## src/rtl/core/ccts_pkg.sv

```systemverilog
// Shared types and constants of the CAN identifier timing statistics table.
package ccts_pkg;

  localparam int unsigned TABLE_DEPTH   = 64;
  localparam int unsigned CHANNEL_COUNT = 8;
  localparam int unsigned IDX_W         = $clog2(TABLE_DEPTH);
  localparam int unsigned CNT_W         = $clog2(TABLE_DEPTH + 1);
  localparam int unsigned CFG_IDX_W     = 2;

  localparam logic [63:0] MIN_START      = 64'd1000000000000;
  localparam logic [31:0] CARD8_SCALE_NS = 32'd1000;

  // Configuration register indexes.
  typedef enum logic [CFG_IDX_W-1:0] {
    REG_SAMPLE_PERIOD = 2'd0,
    REG_REMOTE_MODE   = 2'd1,
    REG_CARD_MAP      = 2'd2
  } cfg_reg_e;

  // Card types with a rule of their own.
  localparam logic [3:0] CARD_CYCLE_A = 4'd1;
  localparam logic [3:0] CARD_CYCLE_B = 4'd2;
  localparam logic [3:0] CARD_HALF_NS = 4'd6;
  localparam logic [3:0] CARD_US      = 4'd8;

  typedef struct packed {
    logic [31:0] sample_period;
    logic        remote_mode;
    logic [31:0] card_map;
  } cfg_t;

  typedef struct packed {
    logic [31:0] key;
    logic [31:0] count;
    logic [63:0] last_time;
    logic [63:0] interval;
    logic [63:0] interval_min;
    logic [63:0] interval_max;
  } row_t;

  // Request from the table controller to the row memory.
  typedef struct packed {
    logic             rd_en;
    logic [IDX_W-1:0] rd_addr;
    logic             wr_en;
    logic [IDX_W-1:0] wr_addr;
    row_t             wr_data;
  } mem_req_t;

endpackage

```

## src/rtl/core/ccts_time_conv.sv

```systemverilog
// Multi-cycle conversion of a raw timestamp to nanoseconds on a shared 32x32 multiplier.
module ccts_time_conv
  import ccts_pkg::*;
(
  input  logic        clk_i,
  input  logic        rst_ni,
  input  logic        start_i,
  input  logic [2:0]  channel_i,
  input  logic        sent_i,
  input  logic [63:0] raw_i,
  input  cfg_t        cfg_i,
  output logic        done_o,
  output logic [63:0] time_o
);

  logic [1:0]  ph_q, ph_d;
  logic        done_q, done_d;
  logic [63:0] a_q, a_d;
  logic [31:0] b_q, b_d;
  logic [63:0] add_q, add_d;
  logic        half_q, half_d;
  logic [63:0] plo_q, plo_d;
  logic [31:0] phi_q, phi_d;
  logic [63:0] time_q, time_d;

  logic [3:0]         card;
  logic [15:0]        diff;
  logic signed [26:0] adj;
  logic [31:0]        mul_a;
  logic [63:0]        mul_p;

  assign card = cfg_i.card_map[{channel_i, 2'b00} +: 4];
  assign diff = raw_i[15:0] - raw_i[31:16];
  assign adj  = 27'(signed'(diff)) * 27'sd800;

  // One multiplier, fed the low then the high word of the operand.
  assign mul_a = (ph_q == 2'd1) ? a_q[31:0] : a_q[63:32];
  assign mul_p = 64'(mul_a) * 64'(b_q);

  always_comb begin
    ph_d   = ph_q;
    done_d = 1'b0;
    a_d    = a_q;
    b_d    = b_q;
    add_d  = add_q;
    half_d = half_q;
    plo_d  = plo_q;
    phi_d  = phi_q;
    time_d = time_q;
    unique case (ph_q)
      2'd0: begin
        if (start_i) begin
          // Default: multiply by one, which passes the raw value.
          a_d    = raw_i;
          b_d    = 32'd1;
          add_d  = '0;
          half_d = 1'b0;
          if (sent_i) begin
            b_d = cfg_i.sample_period;
          end else if (cfg_i.remote_mode &&
                       ({1'b0, channel_i} < 4'(CHANNEL_COUNT))) begin
            if (card == CARD_CYCLE_A || card == CARD_CYCLE_B) begin
              a_d   = {32'd0, raw_i[63:32]};
              b_d   = cfg_i.sample_period;
              add_d = 64'(signed'(adj));
            end else if (card == CARD_HALF_NS) begin
              a_d    = {raw_i[31:0], raw_i[63:32]};
              half_d = 1'b1;
            end else if (card == CARD_US) begin
              b_d = CARD8_SCALE_NS;
            end
          end
          ph_d = 2'd1;
        end
      end
      2'd1: begin
        plo_d = mul_p;
        ph_d  = 2'd2;
      end
      2'd2: begin
        phi_d = mul_p[31:0];
        ph_d  = 2'd3;
      end
      2'd3: begin
        // Twelve and a half times, truncating the half nanosecond.
        if (half_q) begin
          time_d = (a_q << 3) + (a_q << 2) + (a_q >> 1);
        end else begin
          time_d = plo_q + {phi_q, 32'd0} + add_q;
        end
        done_d = 1'b1;
        ph_d   = 2'd0;
      end
      default: ph_d = 2'd0;
    endcase
  end

  // Sequencing state.
  always_ff @(posedge clk_i or negedge rst_ni) begin
    if (!rst_ni) begin
      ph_q   <= 2'd0;
      done_q <= 1'b0;
    end else begin
      ph_q   <= ph_d;
      done_q <= done_d;
    end
  end

  // Operands and partial products.
  always_ff @(posedge clk_i) begin
    a_q    <= a_d;
    b_q    <= b_d;
    add_q  <= add_d;
    half_q <= half_d;
    plo_q  <= plo_d;
    phi_q  <= phi_d;
    time_q <= time_d;
  end

  assign done_o = done_q;
  assign time_o = time_q;

endmodule

```

## config.mk

```make
export PLATFORM = sky130hd
export DESIGN_NAME = ccts_time_conv
export DESIGN_NICKNAME = d
export VERILOG_FILES = /design/src/rtl/core/ccts_pkg.sv /design/src/rtl/core/ccts_time_conv.sv
export SDC_FILE = /design/constraint.sdc
export NUM_CORES = 2
export LEC_CHECK = 0
export BUFFER_PORTS_ARGS = -buffer_cell sky130_fd_sc_hd__buf_2
export CAP_MARGIN = 5
export CORE_ASPECT_RATIO = 0.9
export CORE_MARGIN = 3
export CORE_UTILIZATION = 29
export CTS_CLUSTER_DIAMETER = 60
export CTS_CLUSTER_SIZE = 20
export DETAILED_ROUTE_END_ITERATION = 8
export PLACE_DENSITY_LB_ADDON = 0.15
export SYNTH_ARGS = -nofsm -noshare
export SYNTH_HDL_FRONTEND = slang
export SYNTH_SLANG_ARGS = --single-unit
export TNS_END_PERCENT = 5
```

## constraint.sdc

```tcl
create_clock -name clk_i -period 30.9 [get_ports clk_i]
set_input_delay 1.545 -clock clk_i [delete_from_list [all_inputs] [get_ports clk_i]]
set_output_delay 1.545 -clock clk_i [all_outputs]
set_load 0.03 [all_outputs]
```

==> metrics.cfg <==
[outcome]
status = completed

[job]
drv_cap = 0

[detailed_routing]
viasPerCell = 4.88
ant_nets = 0
post_drt_wl_per_cell_um = 22.6
firstDrtPassIters = 6
drt-total-wl_um = 187000
first_iter_violations = 2920
remaining_drc_errors = 0
num_vias = 40300

[setup_path]
end_kind = flop
r2r_setup_slack_ps = 20350
cp.arrival_ps = 10970
critical_path_class = reg -> reg
cp-start-kind = flop
cpPeakStageDelay_ps = 760
r2r-start = ph_q[1]
worst_ep_required_time_ps = 31320
cp_max_fo = 62
r2r_cells = 28
crit_top_cell = fa_1
cp_slowest_cell = buf_4
r2r-end = plo_q[60]

[grt]
overflow = 0
grt_pass1_vias = 42800
grt_antenna_before_repair = 21
grt_usage_pct = 19.3
grt_first_pass_wirelength_um = 283000
grt_max_degree = 124

[cts]
cts_resized = 0
cts_num_sinks = 282
hold_buffers = 0
numCtsBuffers = 44
cts_tree = done
h-tree-depth = 2
cts_setup_buffers = 0
clock_latency_ps = 680
clockRootBuffer = clkbuf_16
clockBufferDepth = 3
cts.clk_slew.worst_paths_ps = 70

[worst_hold_path]
holdPathStages = 1
hp-class = reg -> reg
min_to = time_o[2]
hp-start = plo_q[2]

[sta]
tns_ps = 0
finalSetupViolCount = 0
min_period_ps = 10550
worst_slack_ps = 20350
max_slew_margin_pct = 14.9
slew_viol_final = 0
timing.fmax_mhz = 94.8
hold_viol = 0
skew_ps = 59.2
period_share_pct = 34.2
rsz0062_at_grt = no
tightest_slew_ps = 1270

[placed_design]
dp_hpwl_um = 151000
place.gp.congestion = 0.874
portBuffers = 200
dp_worst_setup_slack_ps = 20300

[layout]
fill_cells = 19700
drive_gt1_share_pct = 7.51
syn2layout_area_growth_pct = 9.57
finalNetCount = 7311

[floorplan]
coreArea_um2 = 189000
die-area_um2 = 196000
start_util_pct = 29.3
ios = 201
die_width_um = 466
num_rows = 151
die_y_um = 420

[synthesis]
async_flop_share_pct = 1.06
syn_area_per_cell_um2 = 9.75
syn_inst = 5666
ys_seq_area_share_pct = 15.3
ys_types = 78
synth_area_um2 = 55300
synth_top_flop_cell = edfxtp_1
synth_edf_count = 279
ys_warn_count = 0
syn_nets = 7284
synth_seq_cells = 282

-- synthesized netlist by cell type (34+ instances only) --
| cell type | count | area, µm² |
|---|---|---|
| and3_1 | 41 | 257 |
| clkbuf_1 | 275 | 1030 |
| o21ai_1 | 51 | 255 |
| o21ai_0 | 82 | 410 |
| xor2_1 | 66 | 578 |
| nor2b_1 | 49 | 307 |
| inv_1 | 915 | 3430 |
| xnor2_1 | 128 | 1120 |
| ha_1 | 478 | 5980 |
| nand4_1 | 34 | 213 |
| nand2_1 | 608 | 2280 |
| nor3_1 | 37 | 185 |
| fa_1 | 1004 | 20100 |
| a21o_1 | 112 | 841 |
| and2_1 | 618 | 3870 |
| o21bai_1 | 39 | 293 |
| nor2_1 | 144 | 541 |
| a22o_1 | 34 | 298 |
| mux2_2 | 45 | 507 |
| edfxtp_1 | 279 | 8380 |
| a21oi_1 | 242 | 1210 |
| nand3_1 | 42 | 210 |
-- cells in the final DEF, fill, tap and decap left out, types with 48 or more instances in the layout --
master	instances
xor2_1	66
a21o_1	112
and2_1	617
inv_1	915
nand2_1	608
edfxtp_1	279
fa_1	1004
buf_4	67
a21oi_1	241
o21ai_0	82
xnor2_1	128
nor2_1	143
o21ai_1	51
buf_2	200
ha_1	476
nor2b_1	48
-- metal layers --
metal	part of all wire [%]	wire, µm	global-route usage, %	vias to the layer above
li1	-	-	-	18200
met4	1.9	3620	3.78	0
met2	46	86100	31.3	955
met1	47	87700	27.8	21100
met3	5.0	9270	2.33	141
met5	0	0	0	-
-- sequential cells by signal, summed over array words and instances (netlist names) --
register  cells
a_q          64
plo_q        64
time_o       64
b_q          32
phi_q        32
add_q        22
ph_q          2
done_o        1
half_q        1
-- worst max-delay path by stage --
stage               startpoint   endpoint  slack (ps)
floorplan              ph_q[1]  plo_q[60]       20820
global placement       ph_q[1]  plo_q[60]       20430
detailed placement     ph_q[1]  plo_q[60]       20300
CTS                    ph_q[1]  plo_q[60]       20280
global route           ph_q[1]  plo_q[60]       19770
finish                 ph_q[1]  plo_q[60]       20350
-- kinds of logic (layout without fill, tap and decap cells) --
logic type	count (synthesis)	after routing	share of synthesized area [%]
AOI/OAI and AO/OA	770	770	9.11
buffers and inverters	1202	1264	8.17
DFF	282	282	15.3
xor gates and xnor gates	194	194	3.07
adders and majority gates	1482	1482	47.2
muxes	101	101	2.18
other	0	5	0
and+or+nand+nor	1635	1635	15.0
-- critical path: cells and delay by family (launching register included) --
family	cells	cell delay [ps]
buffers and inverters	6	1120
AOI/OAI and AO/OA	9	2620
and+or+nand+nor	2	460
adders and majority gates	10	4850
muxes	1	730
DFF	1	440
-- metrics by stage --
step	instances	cell area, µm²	hold slack, ps	util, %
detailed placement	8171	58900	615	31.2
global route	8252	60500	638	32.1
CTS	8252	60500	634	32.1
finish	8257	60600	615	32.1
floorplan	5666	55300	525	-
global placement	8171	58900	596	31.2
-- area by class of cell --
type                    count  area, µm²  area share (%)
multi-input cells        4182      42400            69.9
flip-flops and latches    282       8450            14.0
inverters                 915       3430            5.67
well taps                2524       3160            5.21
repair buffers            268       1520            2.52
clock buffers              46       1150            1.90
clock inverters            35        468           0.773
diodes                      5       12.5          0.0207
Power is not shown: default switching activity piles up to over one toggle a cycle in this logic, so the estimate is an artifact.
