`config.mk`:
```
export PLATFORM = sky130hd
export DESIGN_NAME = ccts_table_ctrl
export DESIGN_NICKNAME = d
export VERILOG_FILES = /design/src/rtl/core/ccts_pkg.sv /design/src/rtl/core/ccts_table_ctrl.sv
export SDC_FILE = /design/constraint.sdc
export NUM_CORES = 1
export LEC_CHECK = 0
export BUFFER_PORTS_ARGS = -buffer_cell sky130_fd_sc_hd__buf_4
export CAP_MARGIN = 20
export CORE_AREA = 2 2 405 407
export DETAILED_ROUTE_END_ITERATION = 8
export DIE_AREA = 0 0 407 409
export PLACE_DENSITY = 0.44
export SLEW_MARGIN = 10
export SYNTH_ARGS = -nofsm -noshare
export SYNTH_HDL_FRONTEND = slang
export SYNTH_SLANG_ARGS = --single-unit
```
`constraint.sdc`:
```
create_clock -name clk_i -period 27 [get_ports clk_i]
set_input_delay 2.7 -clock clk_i [delete_from_list [all_inputs] [get_ports clk_i]]
set_output_delay 2.7 -clock clk_i [all_outputs]
set_load 0.1 [all_outputs]
```
`src/rtl/core/ccts_pkg.sv`:
```
// Shared types and constants of the CAN identifier timing statistics table.
package ccts_pkg;

  localparam int unsigned TABLE_DEPTH   = 64;
  localparam int unsigned CHANNEL_COUNT = 8;
  localparam int unsigned IDX_W         = $clog2(TABLE_DEPTH);
  localparam int unsigned CNT_W         = $clog2(TABLE_DEPTH + 1);
  localparam int unsigned CFG_IDX_W     = 2;

  localparam logic [63:0] MIN_START      = 64'd1000000000000;
  localparam logic [31:0] CARD8_SCALE_NS = 32'd1000;

  // Configuration register indexes.
  typedef enum logic [CFG_IDX_W-1:0] {
    REG_SAMPLE_PERIOD = 2'd0,
    REG_REMOTE_MODE   = 2'd1,
    REG_CARD_MAP      = 2'd2
  } cfg_reg_e;

  // Card types with a rule of their own.
  localparam logic [3:0] CARD_CYCLE_A = 4'd1;
  localparam logic [3:0] CARD_CYCLE_B = 4'd2;
  localparam logic [3:0] CARD_HALF_NS = 4'd6;
  localparam logic [3:0] CARD_US      = 4'd8;

  typedef struct packed {
    logic [31:0] sample_period;
    logic        remote_mode;
    logic [31:0] card_map;
  } cfg_t;

  typedef struct packed {
    logic [31:0] key;
    logic [31:0] count;
    logic [63:0] last_time;
    logic [63:0] interval;
    logic [63:0] interval_min;
    logic [63:0] interval_max;
  } row_t;

  // Request from the table controller to the row memory.
  typedef struct packed {
    logic             rd_en;
    logic [IDX_W-1:0] rd_addr;
    logic             wr_en;
    logic [IDX_W-1:0] wr_addr;
    row_t             wr_data;
  } mem_req_t;

endpackage

```
`src/rtl/core/ccts_table_ctrl.sv`:
```
// Sequencer that searches, shifts and updates the sorted row table in memory.
module ccts_table_ctrl
  import ccts_pkg::*;
(
  input  logic             clk_i,
  input  logic             rst_ni,
  input  logic             in_valid_i,
  output logic             in_ready_o,
  input  logic [2:0]       channel_i,
  input  logic [28:0]      can_id_i,
  input  logic             last_of_batch_i,
  output logic             conv_start_o,
  input  logic             conv_done_i,
  input  logic [63:0]      conv_time_i,
  output mem_req_t         mem_req_o,
  input  row_t             mem_rd_i,
  output logic             out_valid_o,
  input  logic             out_ready_i,
  output logic [IDX_W-1:0] row_index_o,
  output logic             is_new_row_o,
  output logic             dropped_full_o,
  output logic [31:0]      frame_count_o,
  output logic [63:0]      last_time_ns_o,
  output logic [63:0]      interval_ns_o,
  output logic [63:0]      interval_min_ns_o,
  output logic [63:0]      interval_max_ns_o,
  output logic             batch_done_o
);

  typedef enum logic [4:0] {
    S_IDLE  = 5'b00001,
    S_CONV  = 5'b00010,
    S_SCAN  = 5'b00100,
    S_SHIFT = 5'b01000,
    S_WRITE = 5'b10000
  } state_e;

  state_e           state_q, state_d;
  logic [31:0]      key_q, key_d;
  logic             batch_q, batch_d;
  logic [63:0]      time_q, time_d;
  logic [CNT_W-1:0] pos_q, pos_d;
  logic [CNT_W-1:0] k_q, k_d;
  logic [CNT_W-1:0] rows_q, rows_d;
  logic             fresh_q, fresh_d;
  logic             drop_q, drop_d;
  row_t             row_q, row_d;

  logic             ov_q, ov_d;
  logic [IDX_W-1:0] o_idx_q, o_idx_d;
  logic             o_new_q, o_new_d;
  logic             o_drop_q, o_drop_d;
  row_t             o_row_q, o_row_d;
  logic             o_batch_q, o_batch_d;

  logic             take_fresh;
  logic [CNT_W-1:0] fresh_pos;
  logic             slot_free;
  logic [63:0]      dt;
  row_t             upd;

  assign slot_free = !ov_q || out_ready_i;

  // Update of a matching row; a lowered minimum skips the maximum test.
  always_comb begin
    dt  = time_q - row_q.last_time;
    upd = row_q;
    upd.interval  = dt;
    upd.last_time = time_q;
    if ($signed(dt) < $signed(row_q.interval_min)) begin
      upd.interval_min = dt;
    end else if ($signed(row_q.interval_max) < $signed(dt)) begin
      upd.interval_max = dt;
    end
    if (row_q.count != 32'hFFFF_FFFF) begin
      upd.count = row_q.count + 32'd1;
    end
  end

  always_comb begin
    state_d    = state_q;
    key_d      = key_q;
    batch_d    = batch_q;
    time_d     = time_q;
    pos_d      = pos_q;
    k_d        = k_q;
    rows_d     = rows_q;
    fresh_d    = fresh_q;
    drop_d     = drop_q;
    row_d      = row_q;
    ov_d       = ov_q && !out_ready_i;
    o_idx_d    = o_idx_q;
    o_new_d    = o_new_q;
    o_drop_d   = o_drop_q;
    o_row_d    = o_row_q;
    o_batch_d  = o_batch_q;
    take_fresh = 1'b0;
    fresh_pos  = pos_q;
    conv_start_o      = 1'b0;
    mem_req_o         = '0;
    in_ready_o        = (state_q == S_IDLE);

    unique case (state_q)
      S_IDLE: begin
        if (in_valid_i) begin
          key_d        = {channel_i, can_id_i};
          batch_d      = last_of_batch_i;
          fresh_d      = 1'b0;
          drop_d       = 1'b0;
          conv_start_o = 1'b1;
          state_d      = S_CONV;
        end
      end
      S_CONV: begin
        if (conv_done_i) begin
          time_d = conv_time_i;
          pos_d  = '0;
          if (rows_q == '0) begin
            take_fresh = 1'b1;
            fresh_pos  = '0;
          end else begin
            mem_req_o.rd_en   = 1'b1;
            mem_req_o.rd_addr = '0;
            state_d           = S_SCAN;
          end
        end
      end
      S_SCAN: begin
        // Linear search through the sorted rows, one row per cycle.
        if (mem_rd_i.key < key_q) begin
          if (pos_q + CNT_W'(1) == rows_q) begin
            take_fresh = 1'b1;
            fresh_pos  = pos_q + CNT_W'(1);
          end else begin
            pos_d             = pos_q + CNT_W'(1);
            mem_req_o.rd_en   = 1'b1;
            mem_req_o.rd_addr = IDX_W'(pos_q + CNT_W'(1));
          end
        end else if (mem_rd_i.key == key_q) begin
          row_d   = mem_rd_i;
          state_d = S_WRITE;
        end else begin
          take_fresh = 1'b1;
          fresh_pos  = pos_q;
        end
      end
      S_SHIFT: begin
        // Move row k-1 up to k while reading the next row down.
        mem_req_o.wr_en   = 1'b1;
        mem_req_o.wr_addr = IDX_W'(k_q);
        mem_req_o.wr_data = mem_rd_i;
        k_d               = k_q - CNT_W'(1);
        if (k_q - CNT_W'(1) > pos_q) begin
          mem_req_o.rd_en   = 1'b1;
          mem_req_o.rd_addr = IDX_W'(k_q - CNT_W'(2));
        end else begin
          state_d = S_WRITE;
        end
      end
      S_WRITE: begin
        if (slot_free) begin
          ov_d      = 1'b1;
          o_batch_d = batch_q;
          o_drop_d  = drop_q;
          if (drop_q) begin
            o_idx_d = '0;
            o_new_d = 1'b0;
            o_row_d = '0;
          end else begin
            o_idx_d           = IDX_W'(pos_q);
            o_new_d           = fresh_q;
            mem_req_o.wr_en   = 1'b1;
            mem_req_o.wr_addr = IDX_W'(pos_q);
            if (fresh_q) begin
              mem_req_o.wr_data.key          = key_q;
              mem_req_o.wr_data.count        = 32'd1;
              mem_req_o.wr_data.last_time    = time_q;
              mem_req_o.wr_data.interval     = '0;
              mem_req_o.wr_data.interval_min = MIN_START;
              mem_req_o.wr_data.interval_max = '0;
              rows_d = rows_q + CNT_W'(1);
            end else begin
              mem_req_o.wr_data = upd;
            end
            o_row_d = mem_req_o.wr_data;
          end
          state_d = S_IDLE;
        end
      end
      default: state_d = S_IDLE;
    endcase

    // Insertion point found: drop when full, else open a gap at it.
    if (take_fresh) begin
      pos_d = fresh_pos;
      if (rows_q == CNT_W'(TABLE_DEPTH)) begin
        drop_d  = 1'b1;
        state_d = S_WRITE;
      end else begin
        fresh_d = 1'b1;
        if (rows_q > fresh_pos) begin
          k_d               = rows_q;
          mem_req_o.rd_en   = 1'b1;
          mem_req_o.rd_addr = IDX_W'(rows_q - CNT_W'(1));
          state_d           = S_SHIFT;
        end else begin
          state_d = S_WRITE;
        end
      end
    end
  end

  // Control state.
  always_ff @(posedge clk_i or negedge rst_ni) begin
    if (!rst_ni) begin
      state_q <= S_IDLE;
      rows_q  <= '0;
      ov_q    <= 1'b0;
    end else begin
      state_q <= state_d;
      rows_q  <= rows_d;
      ov_q    <= ov_d;
    end
  end

  // Item and result payload.
  always_ff @(posedge clk_i) begin
    key_q     <= key_d;
    batch_q   <= batch_d;
    time_q    <= time_d;
    pos_q     <= pos_d;
    k_q       <= k_d;
    fresh_q   <= fresh_d;
    drop_q    <= drop_d;
    row_q     <= row_d;
    o_idx_q   <= o_idx_d;
    o_new_q   <= o_new_d;
    o_drop_q  <= o_drop_d;
    o_row_q   <= o_row_d;
    o_batch_q <= o_batch_d;
  end

  assign out_valid_o       = ov_q;
  assign row_index_o       = o_idx_q;
  assign is_new_row_o      = o_new_q;
  assign dropped_full_o    = o_drop_q;
  assign frame_count_o     = o_row_q.count;
  assign last_time_ns_o    = o_row_q.last_time;
  assign interval_ns_o     = o_row_q.interval;
  assign interval_min_ns_o = o_row_q.interval_min;
  assign interval_max_ns_o = o_row_q.interval_max;
  assign batch_done_o      = o_batch_q;

endmodule

```
==> summary.md <==
| Metric | Value |
|---|---|
| Setup Buffers After CTS | `0` |
| Final Core Density | `31.7%` |
| Top cells by area, synth | `edfxtp_1, ha_1, o21ai_0, nand2_1, nor2_1` |
| Grt total ovfl | `0` |
| Hold Crit Class | `flop to flop` |
| Pre-antenna DRT Iters | `6` |
| Yosys cell types | `96` |
| Top-count cell post-synth | `edfxtp_1` |
| Req. time, crit path | `approximately 24000 ps` |
| Critical path endpoint | `mem_req_o[43]` |
| Gp weighted congestion | `slightly above 0.9` |
| Final Hold Fails | `0` |
| Worst setup EP type | `output port` |
| CP Launch Type | `flop` |
| Die area | `166000 sq um` |
| Register area share after synthesis | `between 50% and 60%` |
| Gr usage total | `between 20% and 30%` |
| Synth Flop Type | `edfxtp_1` |
| WL/cell | `~30 microns` |
| Non-filler instance count after layout | `~7000` |
| Root buf cell | `clkbuf_16` |
| Crit Reg-Reg Endpoint | `interval_max_ns_o[52]` |
| Xor and xnor area share after synthesis | `under 10%` |
| DIE WIDTH | `roughly 400 microns` |
| Final Max Tran Viols | `0` |
| Drt via density | `4.85` |
| Cell count after synthesis | `~3600` |
| Final ANT Viol Nets | `0` |
| Std-Cell Rows | `approximately 150` |
| Largest net degree at the start of global routing | `139` |
| EDFF count, synth | `between 600 and 700` |
| Leak Pwr | `21.3 nW` |
| Pre-CTS setup slack | `between 15000 and 20000 ps` |
| Starting Density | `between 20% and 30%` |
| Fraction of registers with async set/reset | `~1.9%` |
| Peak VDD IR | `0.0421 mV` |
| Worst Path Arrival | `9250 ps` |
| Clk slew on worst S/H paths | `60 ps` |
| Pwr dens | `about 75 nW/um^2` |
| Final worst path period need | `roughly 12000 ps` |
| Grt met1 use | `between 30% and 40%` |
| Hold WS | `between 400 and 500 ps` |
| Commonest cells post-synth | `edfxtp_1, nand2_1, o21ai_0` |
| Yosys reg bits | `a little under 700` |
| Largest area contributor in the netlist | `edfxtp_1` |
| Slew headroom | `21.0%` |
| CTS H-Tree Depth | `3` |
| FILL cells | `16800` |
| Final setup fails | `0` |
| Met2 Resource Use GR | `38.7%` |
| Worst flop-to-flop path startpoint | `time_q[0]` |
| Maximum fanout along the worst path | `37` |
| Finished layout cell area | `51400 sq um` |
| Residual DRC | `0` |
| Worst setup path category | `flop to output port` |
| Total Nets Final | `5304` |
| Multiplexer share of the synthesized area | `under 10%` |
| Compound-Gate Fraction of Synth Area | `14.8%` |
| Fin Setup TNS | `0 ps` |
| Vias in the first global route | `around 32000` |
| R2R depth | `25` |
| Die Height | `roughly 410 microns` |
| Max-cap violations | `0` |
| CP startpoint | `time_q[0]` |
| RSZ-0062 raised after global routing | `no` |
| Cts bufs inserted | `89` |
| Hold buffer count at CTS | `0` |
| Dpl cells | `~6700` |
| Iter 0 DRT Violations | `around 2700` |
| Total power | `between 3 and 4 mW` |
| Met3 usage | `roughly 5.6%` |
| Top-Level Pins | `1056` |
| Tightest Pin Transition | `around 1200 ps` |
| Layout cells sized above 1 | `roughly 28%` |
| Clk_skew | `between 20 and 30 ps` |
| Placeable Area | `162000 sq um` |
| P&R area growth vs syn | `35.6%` |
| Final HPWL DP | `~160000 microns` |
| Synth warn | `0` |
| Syn Std Cell Area | `about 38000 sq um` |
| Dpl cell area | `between 40000 and 50000 sq um` |
| R2R Setup Slk | `around 18000 ps` |
| Fin crit share | `around 44%` |
| Routed WL | `just over 200000 microns` |
| CTS max path bufs | `3` |
| Status | `finished clean` |
| Synth top area share | `between 50% and 60%` |
| Post-route setup slack | `between 15000 and 20000 ps` |
| Largest family of logic cells by synthesized area | `compound AO/OA/AOI/OAI gates` |
| Max Fclk | `between 80 and 90 MHz` |
| Simple-gate share of the synthesized area | `between 10% and 20%` |
| Adder-cell share of the synthesized area | `slightly above 8%` |
| Post-cts sizing count | `0` |
| IO buf count | `1055` |
| Number of antenna violations at the first check in global routing | `29` |
| Worst-Skew Late Latency | `approximately 700 ps` |
| Sink Count | `between 600 and 700` |
| Most Crowded Layer GR | `met2` |
| Global-route wire length before repair | `~280000 microns` |
| Vias post-DR | `around 33000` |
| CTS tree | `built` |
| Syn Nets | `around 4300` |
| Syn Area/Cell | `10.5 sq um` |
critical path, cell delays in order, from the launching register on:
cell and delay [ps]:
edfxtp_1 360, inv_1 100, ha_1 280, inv_1 80, fa_1 410, a21o_1 220, a221oi_4 400, a2111o_1 280
a211oi_2 100, o21ai_2 320, o21ai_0 240, o311ai_4 960, inv_1 110, ha_1 320, nand4_1 90, nor4_1 340
nand4_1 190, nor4_1 300, o21ai_1 230, a21o_1 230, buf_4 250, nand4_4 330, buf_4 580, buf_4 710
a32oi_1 240, o21ai_0 350, buf_4 420
where the power goes:
part	internal (mW)	switching [mW]	total [mW]
logic	0.342	1.02	1.36
clock network	0.681	0.511	1.19
registers	1.27	0.0303	1.30
final cells by class:
type | count | area [sq um] | share of cell area (%)
flip-flops and latches | 679 | 20200 | 39.4
multi-input cells | 2454 | 16000 | 31.1
repair buffers | 1133 | 8570 | 16.7
well taps | 2175 | 2720 | 5.29
clock buffers | 115 | 2350 | 4.56
inverters | 279 | 1060 | 2.07
clock inverters | 46 | 463 | 0.900
diodes | 12 | 30.0 | 0.0584
logic make-up (layout without fill, tap and decap cells):
group,Yosys count,after routing
AO/OA/AOI/OAI,887,887
XOR/XNOR,111,111
adder cells (fa/ha/maj),246,246
buffers and inverters,466,1573
flip-flops,679,679
multiplexers,106,106
other,0,12
AND/OR/NAND/NOR,1104,1104
worst min path at each step:
stage / cells after the start / end / from
finish: 0 / batch_done_o / batch_q
global route: 0 / batch_done_o / batch_q
CTS: 0 / batch_done_o / batch_q
detailed placement: 0 / batch_done_o / batch_q
global placement: 0 / batch_done_o / batch_q
floorplan: 0 / batch_done_o / batch_q
sequential cells by signal, indices dropped and copies added, names as in the netlist, 5 cells and up:
register and cells:
row_q 256, interval_max_ns_o 64, interval_min_ns_o 64, interval_ns_o 64, last_time_ns_o 64, time_q 64
frame_count_o 32, key_q 32, k_q 7, pos_q 7, rows_q 7, row_index_o 6
state_q 5
per-layer routing:
| layer | share of wire, % | vias to the layer above |
|---|---|---|
| met3 | 7.0 | 209 |
| met1 | 44 | 16700 |
| met5 | 0.074 | - |
| met4 | 2.6 | 24 |
| li1 | - | 15200 |
| met2 | 46 | 1312 |
layout by cell type, fill, tap and decap left out, types with 10 or more instances in the layout:
cell type | netlist | routed
clkinv_1 | 1 | 16
o22ai_1 | 10 | 10
o211ai_1 | 28 | 28
buf_4 | 3 | 1127
xnor2_1 | 59 | 57
mux2_2 | 17 | 17
o21a_1 | 20 | 20
nand4_1 | 52 | 52
clkbuf_16 | 0 | 90
nand3_1 | 79 | 79
mux2i_1 | 89 | 89
dfrtp_1 | 12 | 12
a211oi_1 | 15 | 14
o21ai_1 | 19 | 19
a21oi_1 | 193 | 192
clkbuf_1 | 149 | 25
inv_1 | 276 | 273
clkinv_2 | 0 | 12
and2_1 | 15 | 15
xor2_1 | 50 | 49
diode_2 | 0 | 12
nor2b_1 | 71 | 71
nand2b_1 | 14 | 14
nor2_1 | 305 | 301
ha_1 | 245 | 245
nor3_1 | 73 | 72
a22o_1 | 83 | 83
and4_1 | 12 | 11
a32oi_1 | 21 | 21
or2_2 | 10 | 10
and3_1 | 20 | 20
or3_1 | 14 | 14
a21o_1 | 59 | 59
nand2_1 | 395 | 391
nor4_1 | 12 | 12
o21bai_1 | 10 | 10
a31oi_1 | 21 | 21
edfxtp_1 | 657 | 657
o21ai_0 | 324 | 324
(Power assumes the default switching activity.)
